File: src/rtl/ght_pkg.sv
// ----------------------------------------------------------------------------
// ght_pkg
// Shared types, codes and helpers for the generational handle table.
// ----------------------------------------------------------------------------
package ght_pkg;

    localparam int ROW_BITS   = 64;
    localparam int SLOT_IDX_W = 16;

    localparam logic [1:0] TIER_SOVEREIGN = 2'd0;
    localparam logic [1:0] TIER_INTERNAL  = 2'd1;
    localparam logic [1:0] TIER_REFERENCE = 2'd2;

    typedef enum logic [1:0] {
        OP_WRAP    = 2'd0,
        OP_RESOLVE = 2'd1,
        OP_RELEASE = 2'd2,
        OP_NONE    = 2'd3
    } t_opcode;

    typedef enum logic [2:0] {
        ST_OK     = 3'd0,
        ST_ZERO   = 3'd1,
        ST_RANGE  = 3'd2,
        ST_FREE   = 3'd3,
        ST_STALE  = 3'd4,
        ST_DENIED = 3'd5,
        ST_FULL   = 3'd6
    } t_status;

    typedef enum logic [3:0] {
        BS_CLEAR,
        BS_IDLE,
        BS_ROW,
        BS_SLOT_W,
        BS_SLOT_R,
        BS_REL_ROW,
        BS_CNT_RD,
        BS_CNT_WR,
        BS_SUM_RD,
        BS_DONE
    } t_bstate;

    typedef struct packed {
        t_opcode                 op;
        logic [63:0]             value;
        logic [1:0]              tier;
        logic [7:0]              cat_in;
        logic                    cat_ok;
        logic [7:0]              cat_map;
        logic [SLOT_IDX_W-1:0]   slot;
        logic [31:0]             gen;
        logic                    obs_on;
        logic [1:0]              obs_tier;
        t_status                 pre;
    } t_cmd;

    typedef struct packed {
        logic pop;
        logic clearing;
    } t_back_ctl;

    function automatic logic tier_sees(logic [1:0] obs, logic [1:0] tgt);
        case (obs)
            TIER_SOVEREIGN: return 1'b1;
            TIER_INTERNAL:  return (tgt == TIER_INTERNAL) || (tgt == TIER_REFERENCE);
            TIER_REFERENCE: return tgt == TIER_REFERENCE;
            default:        return 1'b0;
        endcase
    endfunction

    // lowest set bit, byte lane first then bit within the lane
    function automatic logic [5:0] ffs64(logic [63:0] v);
        logic [7:0] nz;
        logic [2:0] b_sel;
        logic [2:0] bit_sel;
        logic [7:0] lane;
        for (int k = 0; k < 8; k++) begin
            nz[k] = |v[k*8 +: 8];
        end
        b_sel = 3'd0;
        for (int k = 7; k >= 0; k--) begin
            if (nz[k]) begin
                b_sel = 3'(k);
            end
        end
        lane = v[{b_sel, 3'b000} +: 8];
        bit_sel = 3'd0;
        for (int k = 7; k >= 0; k--) begin
            if (lane[k]) begin
                bit_sel = 3'(k);
            end
        end
        return {b_sel, bit_sel};
    endfunction

endpackage

File: src/rtl/ght_front.sv
// ----------------------------------------------------------------------------
// ght_front
// Takes input words, classifies them and holds them in a two-entry queue.
// ----------------------------------------------------------------------------
module ght_front #(
    parameter int SLOT_COUNT     = 2048,
    parameter int CATEGORY_COUNT = 8,
    parameter int OTHER_CATEGORY = 7
) (
    input  logic               i_clk,
    input  logic               i_rst_n,
    input  logic               i_valid,
    output logic               o_stall,
    input  logic [1:0]         i_opcode,
    input  logic [63:0]        i_entry_value,
    input  logic [1:0]         i_entry_tier,
    input  logic [7:0]         i_entry_category,
    input  logic [63:0]        i_handle_in,
    input  logic               i_observer_active,
    input  logic [1:0]         i_observer_tier,
    input  ght_pkg::t_back_ctl i_ctl,
    output logic               o_q_valid,
    output ght_pkg::t_cmd      o_cmd
);

    localparam logic [7:0] MAP_CAT = (OTHER_CATEGORY < CATEGORY_COUNT) ?
                                     8'(OTHER_CATEGORY) : 8'(CATEGORY_COUNT - 1);

    ght_pkg::t_cmd r_q [2];
    logic          r_wr_ptr, n_wr_ptr;
    logic          r_rd_ptr, n_rd_ptr;
    logic [1:0]    r_cnt, n_cnt;
    ght_pkg::t_cmd cmd;
    logic          push;

    always_comb begin
        cmd          = '0;
        cmd.op       = ght_pkg::t_opcode'(i_opcode);
        cmd.value    = i_entry_value;
        cmd.tier     = i_entry_tier;
        cmd.cat_in   = i_entry_category;
        cmd.cat_ok   = {1'b0, i_entry_category} < 9'(CATEGORY_COUNT);
        cmd.cat_map  = cmd.cat_ok ? i_entry_category : MAP_CAT;
        cmd.slot     = i_handle_in[32 +: ght_pkg::SLOT_IDX_W];
        cmd.gen      = i_handle_in[31:0];
        cmd.obs_on   = i_observer_active;
        cmd.obs_tier = i_observer_tier;
        cmd.pre      = ght_pkg::ST_OK;
        case (cmd.op)
            ght_pkg::OP_WRAP: begin
                if (i_entry_value == 64'd0) begin
                    cmd.pre = ght_pkg::ST_ZERO;
                end
            end
            ght_pkg::OP_RESOLVE, ght_pkg::OP_RELEASE: begin
                if (i_handle_in == 64'd0) begin
                    cmd.pre = ght_pkg::ST_ZERO;
                end else if (i_handle_in[63:32] >= 32'(SLOT_COUNT)) begin
                    cmd.pre = ght_pkg::ST_RANGE;
                end
            end
            default: begin
                cmd.pre = ght_pkg::ST_OK;
            end
        endcase
    end

    assign o_stall   = (r_cnt == 2'd2) || i_ctl.clearing;
    assign push      = i_valid && !o_stall;
    assign o_q_valid = (r_cnt != 2'd0);
    assign o_cmd     = r_q[r_rd_ptr];

    always_comb begin
        n_wr_ptr = push ? ~r_wr_ptr : r_wr_ptr;
        n_rd_ptr = i_ctl.pop ? ~r_rd_ptr : r_rd_ptr;
        n_cnt    = r_cnt + 2'(push) - 2'(i_ctl.pop);
    end

    always_ff @(posedge i_clk) begin
        if (!i_rst_n) begin
            r_wr_ptr <= 1'b0;
            r_rd_ptr <= 1'b0;
            r_cnt    <= 2'd0;
        end else begin
            r_wr_ptr <= n_wr_ptr;
            r_rd_ptr <= n_rd_ptr;
            r_cnt    <= n_cnt;
        end
    end

    always_ff @(posedge i_clk) begin
        if (push) begin
            r_q[r_wr_ptr] <= cmd;
        end
    end

endmodule

File: config.mk
export PLATFORM = sky130hd
export DESIGN_NAME = ght_front
export DESIGN_NICKNAME = d
export VERILOG_FILES = /design/src/rtl/ght_pkg.sv /design/src/rtl/ght_front.sv
export SDC_FILE = /design/constraint.sdc
export NUM_CORES = 1
export LEC_CHECK = 0
export BUFFER_PORTS_ARGS = -buffer_cell sky130_fd_sc_hd__buf_2
export CAP_MARGIN = 20
export CORE_MARGIN = 4
export CORE_UTILIZATION = 56
export DETAILED_ROUTE_END_ITERATION = 12
export HOLD_SLACK_MARGIN = 0.1
export PLACE_DENSITY = 0.95
export SYNTH_ARGS = -nofsm -noshare
export SYNTH_HDL_FRONTEND = slang
export SYNTH_SLANG_ARGS = --single-unit
File: constraint.sdc
create_clock -name i_clk -period 16.75 [get_ports i_clk]
set_clock_uncertainty 0.2 [all_clocks]
set_input_delay 0.8375 -clock i_clk [delete_from_list [all_inputs] [get_ports i_clk]]
set_output_delay 0.8375 -clock i_clk [all_outputs]
set_load 0.05 [all_outputs]
======== Yosys cells after proc, flatten, opt, wreduce, memory -nomap -nowiden ========
Memories as Yosys holds them, arrays and structs flattened. A register that Yosys moved wholly into a read port is not among the register bits.
Index checks and enable logic that the tools add are counted.
word-level totals
  flip-flop bits (word level) ............. 4
  bits in latches ......................... 0
  RAM bits ................................ 278
  memory bits (read-only) ................. 0
  input bits .............................. 148
  output and inout bits ................... 141
  logic and storage cells ................. 30
  memories ................................ 1
cells by class
  add/sub/neg operators ................... 2
  multipliers ............................. 0
  divide/modulo/power cells ............... 0
  magnitude comparators ................... 2
  equal/unequal tests ..................... 3
  shift-type cells ........................ 0
  muxes and demuxes ....................... 9
  bitwise logic cells ..................... 2
  reductions and logical operators ........ 8
memory list
  memory  words  width  rd ports  clocked after Yosys merged registers in  write ports  RTL line         source
  r_q     2      139    1         1                                        1            ght_front.sv:29  ght_pkg::t_cmd r_q [2];
operators by type and width
  cell                                                                      count
  64-bit logical NOT                                                        2
  32-bit by 12-bit >= comparator with 1-bit output (second input constant)  1
  8-bit by 4-bit < comparator with 1-bit output (second input constant)     1
  8-bit two-way mux                                                         1
  3-bit case mux with 2 select lines                                        1
  1-bit two-way mux                                                         5
  2-bit equality test (second input constant)                               2
  2-bit two-way mux                                                         2
  2-bit by 1-bit adder with 2-bit output                                    1
  2-bit by 1-bit equality test with 1-bit output (second input constant)    1
  2-bit logical NOT                                                         1
  1-bit inverter                                                            2
  2-bit nonzero test                                                        1
  2-bit OR reduction                                                        1
  2-bit by 1-bit subtractor with 2-bit output                               1
  1-bit logical AND                                                         1
  1-bit logical NOT                                                         1
  1-bit logical OR                                                          1

======== Logic depth before layout (Yosys ltp) ========
  depth in word-level cells ............... 6
  depth in mapped cells ................... 8
  depth with buffers taken out ............ 8

======== Worst setup path after synthesis ========
OpenSTA, ideal clock, no wires.
  kind .................................... in2reg
  start ................................... input i_ctl[0] (netlist bit)
  end ..................................... memory r_q[0][0] (netlist bit), enable pin
  setup time .............................. 639 ps
  arrival ................................. 6804 ps
  data required time ...................... 15911 ps
  setup slack ............................. 9106 ps
  stages on the path ...................... 3
  buffers on the path ..................... 0
  cells stage by stage .................... inv_1 o211ai_1 nor2_1
on the way
  word-level cells in the longest chain between the ends .. 5
RTL lines
  item                                     RTL line         source
  from (decl)                              ght_front.sv:21  input ght_pkg::t_back_ctl i_ctl,
  1-bit logical OR                         ght_front.sv:68  assign o_stall = (r_cnt == 2'd2) || i_ctl.clearing;
  1-bit logical NOT                        ght_front.sv:69  assign push = i_valid && !o_stall;
  1-bit logical AND                        ght_front.sv:69
  1-bit two-way mux                        ght_front.sv:92  if (push) begin
  1-bit two-way mux (not written as such)  ght_front.sv:93  r_q[r_wr_ptr] <= cmd;
  to (decl)                                ght_front.sv:29
Every way passes these cells.

==> flow_metrics.env <==
export IMPL_wl_per_cell_microns=21.9
export IMPL_syn_area_per_cell_sq_um=20.5
export IMPL_p_per_area_nw_per_um2=136
export IMPL_tns_ns=0
export IMPL_power_internal_mw=1.33
export IMPL_crit_type="flop to output port"
export IMPL_io_buffer_count=287
export IMPL_required_ns=15.71
export IMPL_rrSetupSlack_ns=14.52
export IMPL_holdCritStartpoint="i_observer_active"
export IMPL_fp_row_count=49
export IMPL_antenna_found_initial=1
export IMPL_cts_tree="built"
export IMPL_status="complete, no violations"
export IMPL_maxCapViolCount=0
export IMPL_setup_viol=0
export IMPL_hold_buffers=0
export IMPL_slew_headroom=0.353
export IMPL_hpwl_microns=15800
export IMPL_r2r_start="r_cnt[1]"
export IMPL_ant_nets=0
export IMPL_cts_max_level=1
export IMPL_die_area_sq_um=21000
export IMPL_path_max_fanout=72
export IMPL_worst_slew_pin_transition_ns=0.971
export IMPL_fmaxAchievable_ghz=0.243
export IMPL_insertion_delay_ns=0.52
export IMPL_period_share=0.245
export IMPL_cts_made_buffers=28
export IMPL_rr_worst_depth=4
export IMPL_die_y_microns=145
export IMPL_via_per_inst=5.63
export IMPL_rsz0062_at_grt="false"
export IMPL_drt_first_pass_iters=4
export IMPL_final_layout_size_suffix_gt1_frac=0.565
export IMPL_clkSinkCount=281
export IMPL_grt_util_all_layers=0.214
export IMPL_grt_max_degree=73
export IMPL_routed_wl_microns=23700
export IMPL_hold_viol_final=0
export IMPL_async_flop_share=0
export IMPL_drc=0
export IMPL_place_gp_congestion=0.766
export IMPL_synth_cells=514
export IMPL_worstPathArrival_ns=3.07
export IMPL_ir_drop_uv=104
export IMPL_startpoint_type="flop"
export IMPL_ys_seq_elements=281
export IMPL_slowest_delay_ns=0.91
export IMPL_r2r_end="r_q[0][122]"
export IMPL_final_max_slew_viol_count=0
export IMPL_worstHoldPathCells=1
export IMPL_drt_initial_drc_count=289
export IMPL_clockBufferDepth=3
export IMPL_ys_warn_count=0
export IMPL_grt_pass1_wl_microns=35600
export IMPL_nets=982
export IMPL_slowest_stage="dfxtp_4"
export IMPL_core_area_sq_um=18200
export IMPL_first_global_vias=6434
export IMPL_num_io_pins=289
export IMPL_clock_tree_root_cell="clkbuf_16"
export IMPL_leakage_nw=4.90
export IMPL_initial_core_util=0.578
export IMPL_p_sw_frac=0.264
export IMPL_cts_setup_buffers=0
export IMPL_die_w_microns=145
export IMPL_synth_edf_count=276
export IMPL_pwr_share_clk=0.384
export IMPL_cts_repair_resized=0
export IMPL_vias=6094
export IMPL_hp_class="primary input to flop"
export IMPL_seq_area_frac_synth=0.797
export IMPL_syn_area_sq_um=10500
export IMPL_p_sw_uw=478
export IMPL_endpoint_kind="output port"
export IMPL_area_growth_pct=26.5
export IMPL_crit_chain="buf_4 -> mux2_2 -> buf_2"
export IMPL_synth_cell_types=26
export IMPL_synth_flop_cell="edfxtp_1"
export IMPL_overflow=0
export IMPL_clk_pin_slew_ns=0.06
export IMPL_hold_path_end="r_q[0][5]"
export IMPL_pwr_share_seq=0.459
export IMPL_finalPower_mw=1.81
export IMPL_p_comb_frac=0.157
export IMPL_period_needed_ns=4.11
-- metrics by stage --
step	area, sq um	hold slack [ns]	utilization	instances	setup WS (ns)
after floorplan	10600	0.350	-	524	9.11
after global placement	12300	0.365	0.673	1029	13.21
after detailed placement	12300	0.379	0.673	1029	13.20
after CTS	13300	0.277	0.731	1081	12.62
after global routing	13300	0.276	0.731	1082	12.50
final	13300	0.296	0.731	1082	12.64
-- worst max-delay path by stage --
stage / endpoint / start / cells past startpoint / slack (ns)
finish: o_cmd[80] / flop / 3 / 12.64
global route: o_cmd[80] / flop / 3 / 12.50
CTS: o_cmd[80] / flop / 3 / 12.62
detailed placement: o_cmd[80] / flop / 3 / 13.20
global placement: o_cmd[80] / flop / 3 / 13.21
floorplan: r_q[0][0] / i_ctl[0] / 3 / 9.11
-- cell families after synthesis --
logic type,share of synthesized area
xor+xnor,0.00250
flops,0.797
other cells,0.000357
simple gates,0.0343
fa+ha+maj,0.00476
mux,0.148
compound gates,0.00321
buf+inv,0.00975
-- worst max-delay path, delay by kind of cell, from the launching register on --
family	cells	cell delay (ns)
mux	1	0.45
buf+inv	2	1.10
flops	1	0.91
-- power groups by stage --
stage | combinational (mW) | sequential [mW] | clock [mW]
finish | 0.284 | 0.831 | 0.695
global route | 0.296 | 0.833 | 0.741
detailed placement | 0.283 | 0.845 | 0
floorplan | 0.211 | 0.843 | 0
CTS | 0.285 | 0.831 | 0.708
global placement | 0.278 | 0.842 | 0
-- Yosys cell counts (2+ instances only) --
cell	instances	area (sq um)
and2_1	5	31.3
dfxtp_1	5	100
nor2_1	6	22.5
edfxtp_1	276	8290
inv_1	6	22.5
or4_1	3	22.5
clkbuf_1	2	7.51
mux2_2	138	1550
nand4_1	7	43.8
ha_1	4	50.1
or3_1	3	18.8
nor4b_1	2	17.5
o21a_1	2	15.0
nor4_1	28	175
nand2_1	2	7.51
buf_2	13	65.1
xnor2_1	2	17.5
nor3_1	2	10.0
-- flip-flops by register name, summed over array words and instances (netlist names), named ones only --
signal	cells
r_cnt	2
r_q	276
r_rd_ptr	1
r_wr_ptr	1
-- final cells by class --
class | count | area [sq um]
flip-flops and latches | 281 | 8390
fillers | 1035 | 4900
multi-input cells | 221 | 2080
repair buffers | 292 | 1470
clock buffers | 30 | 729
clock inverters | 22 | 317
well taps | 229 | 287
inverters | 6 | 22.5
diodes | 1 | 2.50
-- layer usage --
metal,part of all wire,track usage
met4,0.026,0.0646
met1,0.38,0.258
met2,0.51,0.378
met3,0.085,0.0602
met5,0,0
-- cells in the final DEF, fill, tap and decap left out, types with 2 or more instances in the layout --
cell type,count
buf_2,287
edfxtp_1,276
mux2_2,138
clkbuf_16,29
nor4_1,28
conb_1,11
bufinv_16,8
nand4_1,7
inv_1,6
clkinv_2,6
and2_1,5
buf_4,5
nor2_1,4
ha_1,4
clkinv_1,4
dfxtp_1,4
or4_1,3
or3_1,3
clkinvlp_4,3
nor3_1,2
nand2_1,2
o21a_1,2
nor4b_1,2
nor2_4,2
xnor2_1,2
No activity file was read; power rests on OpenSTA's default activity.
